**config.mk**
```make
export PLATFORM = sky130hd
export DESIGN_NAME = vn_sqrt
export DESIGN_NICKNAME = d
export VERILOG_FILES = /design/src/hdl/vn_pkg.sv /design/src/hdl/vn_sqrt.sv
export SDC_FILE = /design/constraint.sdc
export NUM_CORES = 2
export LEC_CHECK = 0
export ABC_AREA = 1
export BUFFER_PORTS_ARGS = -buffer_cell sky130_fd_sc_hd__buf_2
export CAP_MARGIN = 30
export CORE_UTILIZATION = 57
export CTS_CLUSTER_SIZE = 16
export DETAILED_ROUTE_END_ITERATION = 12
export PLACE_DENSITY = 0.76
export SLEW_MARGIN = 20
export SYNTH_ARGS = -nofsm -noshare
export SYNTH_HDL_FRONTEND = slang
export SYNTH_MEMORY_MAX_BITS = 65536
export SYNTH_SLANG_ARGS = --single-unit
```
**constraint.sdc**
```tcl
create_clock -name clk -period 2 [get_ports clk]
set_input_delay 0.2 -clock clk [delete_from_list [all_inputs] [get_ports clk]]
set_output_delay 0.2 -clock clk [all_outputs]
set_load 0.01 [all_outputs]
```
**src/hdl/vn_pkg.sv**
```systemverilog
`timescale 1ns / 1ps
// ----------------------------------------------------------------------------
// vn_pkg: shared types and constants for the vector normalizer
// Field widths, fixed-point format and the structs that carry transfers.
// ----------------------------------------------------------------------------
package vn_pkg;

  localparam int FRAC_BITS = 16;
  localparam int COMP_W    = 24;
  localparam int UNIT_W    = FRAC_BITS + 2;
  localparam int MAG_W     = 24;
  localparam int TOL_W     = 16;
  localparam int SUM_W     = 2 * COMP_W;
  localparam int REM_W     = MAG_W + 2;
  localparam int QUO_W     = FRAC_BITS + 1;
  localparam int DREM_W    = MAG_W + 1;
  localparam int NUM_COMP  = 3;

  typedef struct packed {
    logic signed [COMP_W-1:0] comp_x;
    logic signed [COMP_W-1:0] comp_y;
    logic signed [COMP_W-1:0] comp_z;
  } vn_in_t;

  typedef struct packed {
    logic signed [UNIT_W-1:0] unit_x;
    logic signed [UNIT_W-1:0] unit_y;
    logic signed [UNIT_W-1:0] unit_z;
    logic [MAG_W-1:0]         magnitude;
    logic                     zero_vector;
    logic                     was_unit;
  } vn_out_t;

  typedef struct packed {
    logic [NUM_COMP-1:0][COMP_W-1:0] a;
    logic [NUM_COMP-1:0]             neg;
  } vn_side_t;

  typedef struct packed {
    logic en;
    logic vld;
  } vn_ctl_t;

endpackage

```
**src/hdl/vn_sqrt.sv**
```systemverilog
`timescale 1ns / 1ps
// ----------------------------------------------------------------------------
// vn_sqrt: pipelined integer square root
// One root bit is settled per stage; the component data rides along.
// ----------------------------------------------------------------------------
module vn_sqrt (
  input  logic                     clk,
  input  logic                     rst_n,
  input  vn_pkg::vn_ctl_t          in_ctl,
  input  logic [vn_pkg::SUM_W-1:0] in_sum,
  input  vn_pkg::vn_side_t         in_side,
  output logic                     out_valid,
  output logic [vn_pkg::MAG_W-1:0] out_root,
  output vn_pkg::vn_side_t         out_side
);
  import vn_pkg::*;

  logic [SUM_W-1:0] rad_r  [MAG_W];
  logic [REM_W-1:0] rem_r  [MAG_W];
  logic [MAG_W-1:0] root_r [MAG_W];
  vn_side_t         side_r [MAG_W];
  logic [MAG_W-1:0] vld_r;

  for (genvar s = 0; s < MAG_W; s++) begin : g_stage
    logic [SUM_W-1:0] rad_in;
    logic [REM_W-1:0] rem_in;
    logic [MAG_W-1:0] root_in;
    vn_side_t         side_in;
    logic             vld_in;
    logic [REM_W+1:0] rr;
    logic [REM_W+1:0] tr;
    logic [REM_W+1:0] diff;
    logic [SUM_W-1:0] rad_nxt;
    logic [REM_W-1:0] rem_nxt;
    logic [MAG_W-1:0] root_nxt;

    if (s == 0) begin : g_first
      assign rad_in  = in_sum;
      assign rem_in  = '0;
      assign root_in = '0;
      assign side_in = in_side;
      assign vld_in  = in_ctl.vld;
    end else begin : g_next
      assign rad_in  = rad_r[s-1];
      assign rem_in  = rem_r[s-1];
      assign root_in = root_r[s-1];
      assign side_in = side_r[s-1];
      assign vld_in  = vld_r[s-1];
    end

    assign rr   = {rem_in, rad_in[SUM_W-1 -: 2]};
    assign tr   = {2'b00, root_in, 2'b01};
    assign diff = rr - tr;

    always_comb begin
      rad_nxt = {rad_in[SUM_W-3:0], 2'b00};
      if (rr >= tr) begin
        rem_nxt  = diff[REM_W-1:0];
        root_nxt = {root_in[MAG_W-2:0], 1'b1};
      end else begin
        rem_nxt  = rr[REM_W-1:0];
        root_nxt = {root_in[MAG_W-2:0], 1'b0};
      end
    end

    always_ff @(posedge clk) begin
      if (!rst_n) begin
        vld_r[s] <= 1'b0;
      end else if (in_ctl.en) begin
        vld_r[s] <= vld_in;
      end
    end

    always_ff @(posedge clk) begin
      if (in_ctl.en) begin
        rad_r[s]  <= rad_nxt;
        rem_r[s]  <= rem_nxt;
        root_r[s] <= root_nxt;
        side_r[s] <= side_in;
      end
    end
  end

  assign out_valid = vld_r[MAG_W-1];
  assign out_root  = root_r[MAG_W-1];
  assign out_side  = side_r[MAG_W-1];

endmodule

```
# Word-level counts from Yosys, hierarchy flattened
# Memories as Yosys holds them, arrays and structs flattened.
# Index checks and enable logic that the tools add are counted.
# classes
n_addsub	24
mux	50
magnitude_cmp	24
# op_table
cell	count
28-bit by 26-bit greater-or-equal comparator with 1-bit output	23
26-bit 2-to-1 mux	24
26-bit subtractor	23
1-bit 2-to-1 mux	26
2-bit by 1-bit subtractor with 3-bit output (second input constant)	1
2-bit by 1-bit greater-or-equal comparator with 1-bit output (second input constant)	1
# totals
mem_count	4
word_cells	126
reg_bits	24
mem_bits_rw	4104
# memory_table
memory	depth	word_bits	read_ports	rd_ports_with_merged_regs	write_ports	line_no	rtl
side_r	24	75	24	0	24	vn_sqrt.sv:21	vn_side_t side_r [MAG_W];
rad_r	24	46	23	0	24	vn_sqrt.sv:18	logic [SUM_W-1:0] rad_r [MAG_W];
rem_r	24	26	23	0	24	vn_sqrt.sv:19	logic [REM_W-1:0] rem_r [MAG_W];
root_r	24	24	24	0	24	vn_sqrt.sv:20	logic [MAG_W-1:0] root_r [MAG_W];

# Depth between registers and ports, before layout
# An unclocked memory read counts as a cell.
# depth
depth_word	3
mapped_depth	16
ltp_nobuf	15

# Worst setup path before layout
# Ideal clock, no wire load.
# synth_path
path_type	reg-to-reg
from	memory rem_r[0][134] in the netlist's numbering
to	memory rem_r[0][173] in the netlist's numbering, data pin
required_ns	1.739
synth_period_minus_slack_ns	1.993
stages_incl_launch_ff	11
path_buffers	1
t_arrival_ns	1.732
setup_ns	0.261
slack_ns	0.007
cell_sequence	edfxtp_1 -> ha_1 -> nand2_1 -> inv_1 -> a21oi_1 -> nand2_2 -> nor2_2 -> nand2_4 -> inv_4 -> buf_6 -> a21oi_2
# synth_lines
item	line_no
start: declaration	vn_sqrt.sv:19

==> summary.md <==
| Metric | Value |
|---|---|
| Status | `finished, violations left` |
| Failing checks | `negative setup slack` |
| Kind of end point of the critical path | `register` |
| First-pass GRT wire length | `526000 um` |
| Synthesized flop and latch total | `3239` |
| Post-Place Cells | `15552` |
| TritonCTS Sinks | `3239` |
| Psw | `48.6 mW` |
| Hold Crit Class | `in -> reg` |
| Synth Area per Inst | `12.5 um^2` |
| Dpl hpwl | `217000 um` |
| DRT Pass-1 Iters | `8` |
| Post-Syn Area | `132000 um^2` |
| Primary FF master, synth | `edfxtp_1` |
| Sequential share of power | `0.468` |
| Critical Path Source Type | `register` |
| Dominant cell type by area after synthesis | `edfxtp_1` |
| IO Pins | `227` |
| Post-synth top area share | `0.730` |
| Final WS setup | `-0.782 ns` |
| Main combinational cell family by area after synthesis | `simple AND/OR/NAND/NOR gates` |
| Worst-margin pin slew | `0.773 ns` |
| CTS root buf | `clkbuf_16` |
| Req. time, crit path | `2.71 ns` |
| Synth Area in Simple Gates | `0.143` |
| Crit path max fanout | `6` |
| Wirelength per Cell | `22.0 um` |
| Vias per inst | `5.40` |
| Htree depth | `5` |
| Mux cell area share after synthesis | `0` |
| Die area | `234000 um^2` |
| Initial Util | `0.575` |
| Max Slew Vio Count | `0` |
| Clock power frac | `0.347` |
| Post-synthesis compound-gate area fraction | `0.0297` |
| Commonest non-fill, non-tap cell in the layout | `edfxtp_1` |
| CTS tree | `done` |
| Leak | `73.7 nW` |
| 1st-iter DRT viols | `8571` |
| CP max stage cell | `edfxtp_1` |
| Clk slew on worst S/H paths | `0.07 ns` |
| GRT Residual Overflow | `0` |
| Routed wl met3 | `23000 um` |
| DRC errors left | `0` |
| Max Used Layer | `met5` |
| Setup TNS | `-77.57 ns` |
| Latest clock arrival within the worst-skew pair | `0.97 ns` |
| Relative slew margins | `0.481` |
| Placer Congestion | `0.929` |
| Initial antenna violation count | `6` |
| Clock skew | `0.105 ns` |
| Critical Path AT | `3.49 ns` |
| Pin count of the biggest net entering global routing | `91` |
| Seq/Total Area, Yosys | `0.733` |
| Fin. Hold Viols | `0` |
| Chip height | `484 um` |
| Xor/xnor share of the synthesized area | `0.0148` |
| Fillcell total | `13260` |
| Asr flop ratio synth | `0` |
| Core ar. | `230000 um^2` |
| Synth Area in Adders | `0.0308` |
| Most frequent cells in the layout | `edfxtp_1, nand2_1, buf_4` |
| Crit path time final | `2.78 ns` |
| F_max | `359 MHz` |
| Area growth, synth to finish | `35.5%` |
| Vias | `91308` |
| Gate power share | `0.185` |
| Unrepaired setup endpoints after global routing | `true` |
| Met2 WL | `188000 um` |
| CP Buf/Inv Count | `4` |
| Row count | `176` |
| Die W | `484 um` |
| Layout cells sized above 1 | `0.358` |
| Post-synthesis cell count | `10582` |
| Met1 Wirelength | `142000 um` |
| Number of synthesized flops with an enable pin | `3215` |
| Nets | `14084` |
| Antenna-violating nets left | `0` |
| Num CTS Buffers | `331` |
| Peak supply drop | `1.09 mV` |
| Crit-path cells | `ha_4 > nand2_8 > nor2_4 > inv_2 > nor2_4 > nand2_2 > nand2_2 > nor2_4 > nand2_4 > inv_8 > buf_12 > buf_4 > a21oi_4` |
| CP max stage delay | `0.51 ns` |
| Post-Syn Nets | `11035` |
| Final setup viols | `503` |
| Max Root-Sink Buffers | `4` |
| Vias in the first global route | `91332` |
| Fin util | `0.779` |
| Internal power | `132 mW` |
| IO Port Bufs | `226` |
| Critical path class | `reg -> reg` |
| Non-Filler Instances | `16904` |
| YS warnings | `0` |
| Final Cycle Share | `1.39` |
| Crit path max-delay family | `simple AND/OR/NAND/NOR gates` |
| Distinct cells, synth | `56` |
| Pwr/cell area | `1010 nW/um^2` |
| Largest cells by area after synthesis | `edfxtp_1, nand2_1, inv_1` |
| Max-Cap Viols | `0` |
| Total track usage | `0.295` |
| Sw frac | `0.270` |
| Routed Wire Length | `372000 um` |
| Cell mode on critical path | `nor2_4` |
==> layer usage <==
metal | GRT usage | up-vias
li1 | - | 42168
met1 | 0.368 | 43878
met2 | 0.517 | 3942
met3 | 0.0388 | 1316
met4 | 0.126 | 4
met5 | 0 | -
==> logic make-up after synthesis <==
group	Yosys count
XOR/XNOR	223
flip-flops	3239
AO/OA/AOI/OAI	702
AND/OR/NAND/NOR	4502
other	1
buffers and inverters	1589
adder cells (fa/ha/maj)	326
==> layout make-up <==
class | count | area, um^2 | area share
well taps | 3026 | 3790 | 0.0211
diodes | 6 | 15.0 | 0.0000837
flip-flops and latches | 3239 | 97000 | 0.541
repair inverters | 6 | 52.6 | 0.000293
clock inverters | 176 | 1960 | 0.0109
clock buffers | 398 | 8630 | 0.0481
multi-input cells | 5756 | 38600 | 0.215
repair buffers | 2784 | 23500 | 0.131
inverters | 1513 | 5810 | 0.0324
==> power by group through the flow <==
stage | registers [mW] | clock network [mW] | logic (mW)
after floorplan | 83.7 | 0 | 11.7
after global placement | 84.7 | 0 | 23.5
after detailed placement | 85.0 | 0 | 23.8
after CTS | 84.0 | 62.7 | 27.3
after global routing | 84.6 | 65.7 | 35.8
final | 84.3 | 62.5 | 33.4
==> metrics by stage <==
stage | setup slack [ns] | area [um^2] | hold slack, ns | power [mW]
5_1_grt | -0.752 | 179000 | 0.0120 | 186
3_3_place_gp | -0.430 | 151000 | 0.376 | 108
6_report | -0.782 | 179000 | 0.0383 | 180
3_5_place_dp | -0.413 | 151000 | 0.378 | 109
4_1_cts | -0.223 | 170000 | 0.00196 | 174
2_1_floorplan | 0.00676 | 132000 | 0.299 | 95.4
==> worst paths after layout <==
check / startpoint / end / slack (ns) / depth (start not counted)
worst min-delay path: in_side[13] / side_r[0][13]$_DFFE_PP_ / 0.04 / 2
worst min register to register: side_r[0][544]$_DFFE_PP_ / side_r[1][19]$_DFFE_PP_ / 0.34 / 0
worst max-delay path: rem_r[2][12]$_DFFE_PP_ / rem_r[2][50]$_DFFE_PP_ / -0.78 / 13
worst max register to register: rem_r[2][12]$_DFFE_PP_ / rem_r[2][50]$_DFFE_PP_ / -0.78 / 13
==> synth_stat cells (all sizes together) (3+ instances only) <==
| master | n |
|---|---|
| a21boi | 7 |
| a21o | 5 |
| a21oi | 346 |
| and2 | 14 |
| and3 | 4 |
| buf | 68 |
| clkbuf | 8 |
| dfxtp | 24 |
| edfxtp | 3215 |
| ha | 326 |
| inv | 1513 |
| nand2 | 2812 |
| nand3 | 518 |
| nand3b | 75 |
| nand4 | 154 |
| nor2 | 822 |
| nor3 | 71 |
| nor3b | 5 |
| nor4 | 10 |
| o211ai | 5 |
| o21a | 3 |
| o21ai | 312 |
| o21bai | 17 |
| or2 | 17 |
| xnor2 | 126 |
| xor2 | 97 |
==> timing repair <==
action	in CTS	in global routing
cloned	24	29
hold endpoints to repair	444	0
hold buffers	238	0
buffers inserted	199	319
pin swaps	275	522
resized for setup	891	1653
endpoints found under the setup margin	562	582
==> state kept, by name (all words and copies together), names as in the netlist <==
name	flops
rad_r	552
g_stage.vld_in	23
side_r	1800
out_valid	1
rem_r	563
root_r	300
(Power assumes the default switching activity.)
