File: src/hdl/vn_pkg.sv
`timescale 1ns / 1ps
// ----------------------------------------------------------------------------
// vn_pkg: shared types and constants for the vector normalizer
// Field widths, fixed-point format and the structs that carry transfers.
// ----------------------------------------------------------------------------
package vn_pkg;

  localparam int FRAC_BITS = 16;
  localparam int COMP_W    = 24;
  localparam int UNIT_W    = FRAC_BITS + 2;
  localparam int MAG_W     = 24;
  localparam int TOL_W     = 16;
  localparam int SUM_W     = 2 * COMP_W;
  localparam int REM_W     = MAG_W + 2;
  localparam int QUO_W     = FRAC_BITS + 1;
  localparam int DREM_W    = MAG_W + 1;
  localparam int NUM_COMP  = 3;

  typedef struct packed {
    logic signed [COMP_W-1:0] comp_x;
    logic signed [COMP_W-1:0] comp_y;
    logic signed [COMP_W-1:0] comp_z;
  } vn_in_t;

  typedef struct packed {
    logic signed [UNIT_W-1:0] unit_x;
    logic signed [UNIT_W-1:0] unit_y;
    logic signed [UNIT_W-1:0] unit_z;
    logic [MAG_W-1:0]         magnitude;
    logic                     zero_vector;
    logic                     was_unit;
  } vn_out_t;

  typedef struct packed {
    logic [NUM_COMP-1:0][COMP_W-1:0] a;
    logic [NUM_COMP-1:0]             neg;
  } vn_side_t;

  typedef struct packed {
    logic en;
    logic vld;
  } vn_ctl_t;

endpackage

File: src/hdl/vn_div.sv
`timescale 1ns / 1ps
// ----------------------------------------------------------------------------
// vn_div: pipelined three-lane restoring divider
// Divides each scaled component magnitude by the norm, one quotient bit
// per stage in every lane.
// ----------------------------------------------------------------------------
module vn_div (
  input  logic                                         clk,
  input  logic                                         rst_n,
  input  vn_pkg::vn_ctl_t                              in_ctl,
  input  logic [vn_pkg::MAG_W-1:0]                     in_mag,
  input  vn_pkg::vn_side_t                             in_side,
  output logic                                         out_valid,
  output logic [vn_pkg::NUM_COMP-1:0][vn_pkg::QUO_W-1:0] out_quo,
  output logic [vn_pkg::MAG_W-1:0]                     out_mag,
  output logic [vn_pkg::NUM_COMP-1:0]                  out_neg
);
  import vn_pkg::*;

  logic [NUM_COMP-1:0][DREM_W-1:0] rem_r [QUO_W];
  logic [NUM_COMP-1:0][QUO_W-1:0]  quo_r [QUO_W];
  logic [MAG_W-1:0]                mag_r [QUO_W];
  logic [NUM_COMP-1:0]             neg_r [QUO_W];
  logic [QUO_W-1:0]                vld_r;

  for (genvar s = 0; s < QUO_W; s++) begin : g_stage
    logic [NUM_COMP-1:0][DREM_W-1:0] rem_in;
    logic [NUM_COMP-1:0][QUO_W-1:0]  quo_in;
    logic [MAG_W-1:0]                mag_in;
    logic [NUM_COMP-1:0]             neg_in;
    logic                            vld_in;
    logic [NUM_COMP-1:0][DREM_W-1:0] rem_nxt;
    logic [NUM_COMP-1:0][QUO_W-1:0]  quo_nxt;
    logic [DREM_W-1:0]               sub;

    if (s == 0) begin : g_first
      for (genvar c = 0; c < NUM_COMP; c++) begin : g_lane
        assign rem_in[c] = {1'b0, in_side.a[c]};
        assign quo_in[c] = '0;
      end
      assign mag_in = in_mag;
      assign neg_in = in_side.neg;
      assign vld_in = in_ctl.vld;
    end else begin : g_next
      assign rem_in = rem_r[s-1];
      assign quo_in = quo_r[s-1];
      assign mag_in = mag_r[s-1];
      assign neg_in = neg_r[s-1];
      assign vld_in = vld_r[s-1];
    end

    always_comb begin
      sub = '0;
      for (int c = 0; c < NUM_COMP; c++) begin
        if (rem_in[c] >= {1'b0, mag_in}) begin
          sub        = rem_in[c] - {1'b0, mag_in};
          quo_nxt[c] = {quo_in[c][QUO_W-2:0], 1'b1};
        end else begin
          sub        = rem_in[c];
          quo_nxt[c] = {quo_in[c][QUO_W-2:0], 1'b0};
        end
        rem_nxt[c] = {sub[DREM_W-2:0], 1'b0};
      end
    end

    always_ff @(posedge clk) begin
      if (!rst_n) begin
        vld_r[s] <= 1'b0;
      end else if (in_ctl.en) begin
        vld_r[s] <= vld_in;
      end
    end

    always_ff @(posedge clk) begin
      if (in_ctl.en) begin
        rem_r[s] <= rem_nxt;
        quo_r[s] <= quo_nxt;
        mag_r[s] <= mag_in;
        neg_r[s] <= neg_in;
      end
    end
  end

  assign out_valid = vld_r[QUO_W-1];
  assign out_quo   = quo_r[QUO_W-1];
  assign out_mag   = mag_r[QUO_W-1];
  assign out_neg   = neg_r[QUO_W-1];

endmodule

File: config.mk
export PLATFORM = sky130hd
export DESIGN_NAME = vn_div
export DESIGN_NICKNAME = d
export VERILOG_FILES = /design/src/hdl/vn_pkg.sv /design/src/hdl/vn_div.sv
export SDC_FILE = /design/constraint.sdc
export NUM_CORES = 2
export LEC_CHECK = 0
export BUFFER_PORTS_ARGS = -buffer_cell sky130_fd_sc_hd__buf_2
export CORE_ASPECT_RATIO = 1.4
export CORE_MARGIN = 3
export CORE_UTILIZATION = 30
export DETAILED_ROUTE_END_ITERATION = 8
export SLEW_MARGIN = 20
export SYNTH_ARGS = -nofsm -noshare
export SYNTH_HDL_FRONTEND = slang
export SYNTH_SLANG_ARGS = --single-unit
File: constraint.sdc
create_clock -name clk -period 4.3 [get_ports clk]
set_clock_uncertainty 0.1 [all_clocks]
set_input_delay 0.86 -clock clk [delete_from_list [all_inputs] [get_ports clk]]
set_output_delay 0.86 -clock clk [all_outputs]
set_load 0.005 [all_outputs]
==> Word level (Yosys, flattened, before mapping) <==
Memories as Yosys holds them, arrays and structs flattened.
Cells that the tools add are included.
W data, S select, Z words.
{ "classes": {"order_cmp": 51, "mux": 104, "addsub": 51} }
{ "op_table": {"columns": ["cell", "count"], "rows": [
  ["$mux W24", 51],
  ["$sub A24 B24 Y24", 51],
  ["$ge A25 B24 Y1", 48],
  ["$ge A24 B24 Y1", 3],
  ["$mux W1", 53]
]} }
{ "word_totals": {"word_cells": 227, "input_bits": 103, "ram_bits": 2550, "n_memories": 4, "out_inout_bits": 79, "reg_bits": 17} }
{ "memory_table": {"columns": ["memory", "words", "word_bits", "read_ports", "rd_ports_with_merged_regs", "wr", "line", "rtl"], "rows": [
  ["rem_r", 17, 72, 16, 0, 17, "vn_div.sv:20", "logic [NUM_COMP-1:0][DREM_W-1:0] rem_r [QUO_W];"],
  ["quo_r", 17, 51, 17, 0, 17, "vn_div.sv:21", "logic [NUM_COMP-1:0][QUO_W-1:0] quo_r [QUO_W];"],
  ["mag_r", 17, 24, 17, 0, 17, "vn_div.sv:22", "logic [MAG_W-1:0] mag_r [QUO_W];"],
  ["neg_r", 17, 3, 17, 0, 17, "vn_div.sv:23", "logic [NUM_COMP-1:0] neg_r [QUO_W];"]
]} }

==> Longest topological paths before layout <==
An unclocked memory read counts as a cell.
{ "logic_depth": {"ltp_word": 3, "mapped_depth": 14, "depth_no_buf": 13} }

==> Worst setup path after synthesis <==
No wires, ideal clock.
{ "synth_timing": {"kind": "input port to flip-flop", "startpoint": "input in_side[3] in the netlist's numbering", "endpoint": "memory rem_r[0][10] in the netlist's numbering (data pin)", "n_path_buf": 2, "setup_ns": 0.270, "t_arrival_ns": 3.584, "stages": 14, "path_slack_ns": 0.346, "t_required_ns": 3.930, "path_cell_list": "inv_1 ha_1 fa_1 nor2b_1 o31a_1 o41a_1 a311oi_1 o21ai_0 nor4_1 o41ai_1 a21o_1 buf_2 buf_1 a21oi_1"} }
{ "synth_rtl": {"columns": ["item", "line", "rtl"], "rows": [
  ["start: declaration", "vn_div.sv:12", "input vn_pkg::vn_side_t in_side,"],
  ["end: declaration", "vn_div.sv:20", null]
]} }

==> impl_metrics.tcl <==
set metrics [dict create \
    fmax_ghz 0.236 \
    ys_warn_count 0 \
    routed_wl_mm 443 \
    p_clk_frac 0.165 \
    syn_avg_cell_area_um2 11.2 \
    syn-instance-count 11887 \
    end_kind "register" \
    p_switching_mw 51.0 \
    leakagePower_nw 63.1 \
    place_hpwl_mm 368 \
    design_area_mm2 0.156 \
    synth-seq-area-share 0.471 \
    maxCapViolations 0 \
    switching_share 0.403 \
    placed_area_mm2 0.148 \
    setup_ws_ns 0.0701 \
    setup_violations 0 \
    worst_r2r_endpoint "rem_r[0][766]" \
    cts_buffers 232 \
    clk_path_buf_depth 4 \
    dieArea_mm2 0.450 \
    power.density_mw_per_mm2 811 \
    rsz0062_at_grt "no" \
    htreeDepth 4 \
    syn_area_mm2 0.133 \
    core-area_mm2 0.440 \
    drt_pass1_iterations 6 \
    status "finished, final reports clean" \
    cts_tree "built" \
    hold_viol 0 \
    relSlewSlack 0.198 \
    fin_crit_sh 0.984 \
    wl_per_cell_um 23.3 \
    dieWidth_um 568 \
    grt_pass1_vias 101107 \
    initial_utilization 0.302 \
    cts_setup_buffers 0 \
    antenna_found_initial 11 \
    pwr-share-seq 0.293 \
    synthArstFlopShare 0 \
    critPathRequiredTime_ns 4.89 \
    grt_overflow 0 \
    syn_nets 13259 \
    drc 0 \
    hp-class "input port to register" \
    antenna_left 0 \
    clk_pin_slew_ns 0.06 \
    crit_arrival_ns 4.82 \
    crit_type "register to register" \
    fp.dieH_um 793 \
    finalNetCount 14372 \
    drt_iter0_drc 4461 \
    hold_ws_ns 0.0851 \
    synth_cell_types 94 \
    clk_latency_ns 1.00 \
    crit_start "mag_r[0][218]" \
    ios 182 \
    worst_pin_slew_ns 1.19 \
    reg2reg_depth 13 \
    clockRootBuffer "clkbuf_16" \
    vias_per_cell 5.02 \
    grt_first_pass_wirelength_mm 638 \
    rrSetupSlack_ns 0.07 \
    port_buffers 181 \
    start_kind "register" \
    num_vias 95457 \
    period_needed_ns 4.23 \
    gp_congestion 0.969 \
    p_total_mw 127 \
    regToRegStartpoint "mag_r[0][218]" \
    row_count 288 \
    numClockSinks 2087 \
    ys_ff_latch 2087 \
    drive_gt1_frac 0.173 \
    crit_end "rem_r[0][766]" \
    grt_max_degree 138 \
    slew_viol_final 0 \
    p_int_mw 75.6 \
    areaGrowthSynthToFinish_pct 17.6 \
    gr-usage-all-layers 0.192 \
    irDropWorstVdd_mv 0.476 \
    dp_slack_ns -0.309 \
    pwr-share-comb 0.542 \
    cp_max_fo 5 \
    synth_flop_cell "edfxtp_1" \
    synth_edf_count 2070 \
]
==> power groups by stage <==
stage / sequential, mW / clock (mW) / combinational [mW]
final: 37.1 / 20.9 / 68.6
after global routing: 37.6 / 22.3 / 74.4
after CTS: 37.1 / 21.5 / 68.6
after detailed placement: 37.5 / 0 / 68.1
after global placement: 37.5 / 0 / 67.9
after floorplan: 34.7 / 0 / 44.9
==> cell type report <==
class	count	area (um2)
sequential	2087	62500
tap	5800	7260
clock inverter	167	1970
multi-input combinational	8838	66700
antenna	10	25.0
timing repair buffer	1106	8830
clock buffer	262	5960
fill	43619	284000
inverter	735	2760
==> cells in the mapped netlist, drive strengths merged (21+ instances only) <==
cell type,count,area share
nor2,764,0.022
mux2,724,0.062
a211o,37,0.0024
o21bai,105,0.0059
nor3,182,0.0069
nand4,172,0.0081
nor2b,192,0.0091
xor2,314,0.021
mux2i,83,0.0063
xnor2,617,0.041
and3,84,0.0040
buf,70,0.0027
fa,48,0.0072
o31a,24,0.0016
o2111ai,22,0.0015
a21o,478,0.027
o21a,175,0.0099
a211oi,86,0.0049
clkbuf,157,0.0044
and2,77,0.0036
inv,735,0.021
a2111oi,24,0.0019
a31oi,101,0.0049
a21oi,1004,0.038
o21ai,649,0.024
edfxtp,2070,0.47
or3,62,0.0029
o31ai,72,0.0042
a311oi,24,0.0016
o41ai,26,0.0020
a21boi,53,0.0030
nand3,199,0.0075
a31o,29,0.0019
and4,28,0.0018
o211ai,62,0.0035
nor3b,21,0.0012
nand2b,136,0.0064
ha,1221,0.12
nor4,45,0.0021
or2,38,0.0018
nand2,649,0.018
==> routing by layer <==
metal | global-route usage | vias to the layer above | part of all wire
met5 | 0 | - | 0
met2 | 0.396 | 2024 | 0.57
li1 | - | 46788 | -
met4 | 0.200 | 0 | 0.13
met3 | 0.0190 | 1195 | 0.023
met1 | 0.144 | 45450 | 0.28
==> layout by cell type, fill, tap and decap left out, drive strengths merged, types with 29 or more instances in the layout <==
| cell | count |
|---|---|
| nand2b | 136 |
| a211oi | 86 |
| a21o | 478 |
| o31ai | 72 |
| mux2 | 724 |
| a21boi | 53 |
| nand4 | 172 |
| nor3 | 182 |
| ha | 1221 |
| inv | 758 |
| o211ai | 62 |
| and2 | 77 |
| nand2 | 649 |
| xor2 | 314 |
| nor4 | 45 |
| clkbuf | 262 |
| clkinv | 89 |
| o21a | 175 |
| a31o | 29 |
| nor2b | 192 |
| a31oi | 101 |
| a21oi | 1004 |
| a211o | 37 |
| fa | 48 |
| bufinv | 33 |
| xnor2 | 617 |
| mux2i | 83 |
| and3 | 84 |
| o21bai | 105 |
| edfxtp | 2070 |
| nand3 | 199 |
| o21ai | 649 |
| buf | 1069 |
| dlygate4sd3 | 37 |
| nor2 | 764 |
| or2 | 38 |
| or3 | 62 |
==> metrics by stage <==
step / cells / setup TNS (ns) / utilization
2_1_floorplan: 11887 / 0 / -
3_3_place_gp: 18529 / -9.28 / 0.336
3_5_place_dp: 18529 / -9.96 / 0.336
4_1_cts: 18995 / 0 / 0.355
5_1_grt: 19001 / 0 / 0.355
6_report: 19005 / 0 / 0.355
==> sequential cells by signal (all words and copies together), names as in the netlist <==
signal          count
mag_r             408
quo_r             459
out_valid           1
g_stage.vld_in     16
neg_r              51
rem_r            1152
==> what timing repair did <==
| action | in CTS | in global routing |
|---|---|---|
| resized for setup | 1 | 4 |
| hold buffers | 37 | 0 |
| gates cloned | 0 | 0 |
| setup endpoints to repair | 9 | 24 |
| hold endpoints to repair | 37 | 0 |
==> critical path: stages, from the launching register on <==
cell and delay [ns]:
edfxtp_1 0.40, inv_1 0.13, ha_1 0.30, nor2b_1 0.21
o2111ai_1 0.19, and4b_1 0.31, o32ai_1 0.15, nor4_1 0.92
o31a_1 0.32, o21ai_0 0.15, buf_4 0.18, a221oi_1 0.31
xnor2_1 0.10, mux2_2 0.29
==> how the worst min path moves through the flow <==
stage                               end     startpoint  depth (start not counted)
final                       rem_r[0][7]    in_side[10]                          2
after global routing        neg_r[0][2]     in_side[2]                          1
after CTS                   rem_r[0][6]     in_side[9]                          2
after detailed placement   neg_r[0][13]   neg_r[0][10]                          0
after global placement    quo_r[0][783]  quo_r[0][731]                          0
after floorplan            neg_r[0][10]    neg_r[0][7]                          0
==> cell families (layout without fill, tap and decap cells) <==
family                   after synthesis  count (layout)  synth area share
multiplexers                         807             807            0.0682
flip-flops                          2087            2087             0.471
buffers and inverters                962            2270            0.0279
other                                  0              10                 0
adder cells (fa/ha/maj)             1269            1269             0.122
AO/OA/AOI/OAI                       3132            3132             0.150
XOR/XNOR                             931             931            0.0615
AND/OR/NAND/NOR                     2699            2699            0.0987
Note: power is estimated with default switching activity, not from simulation.
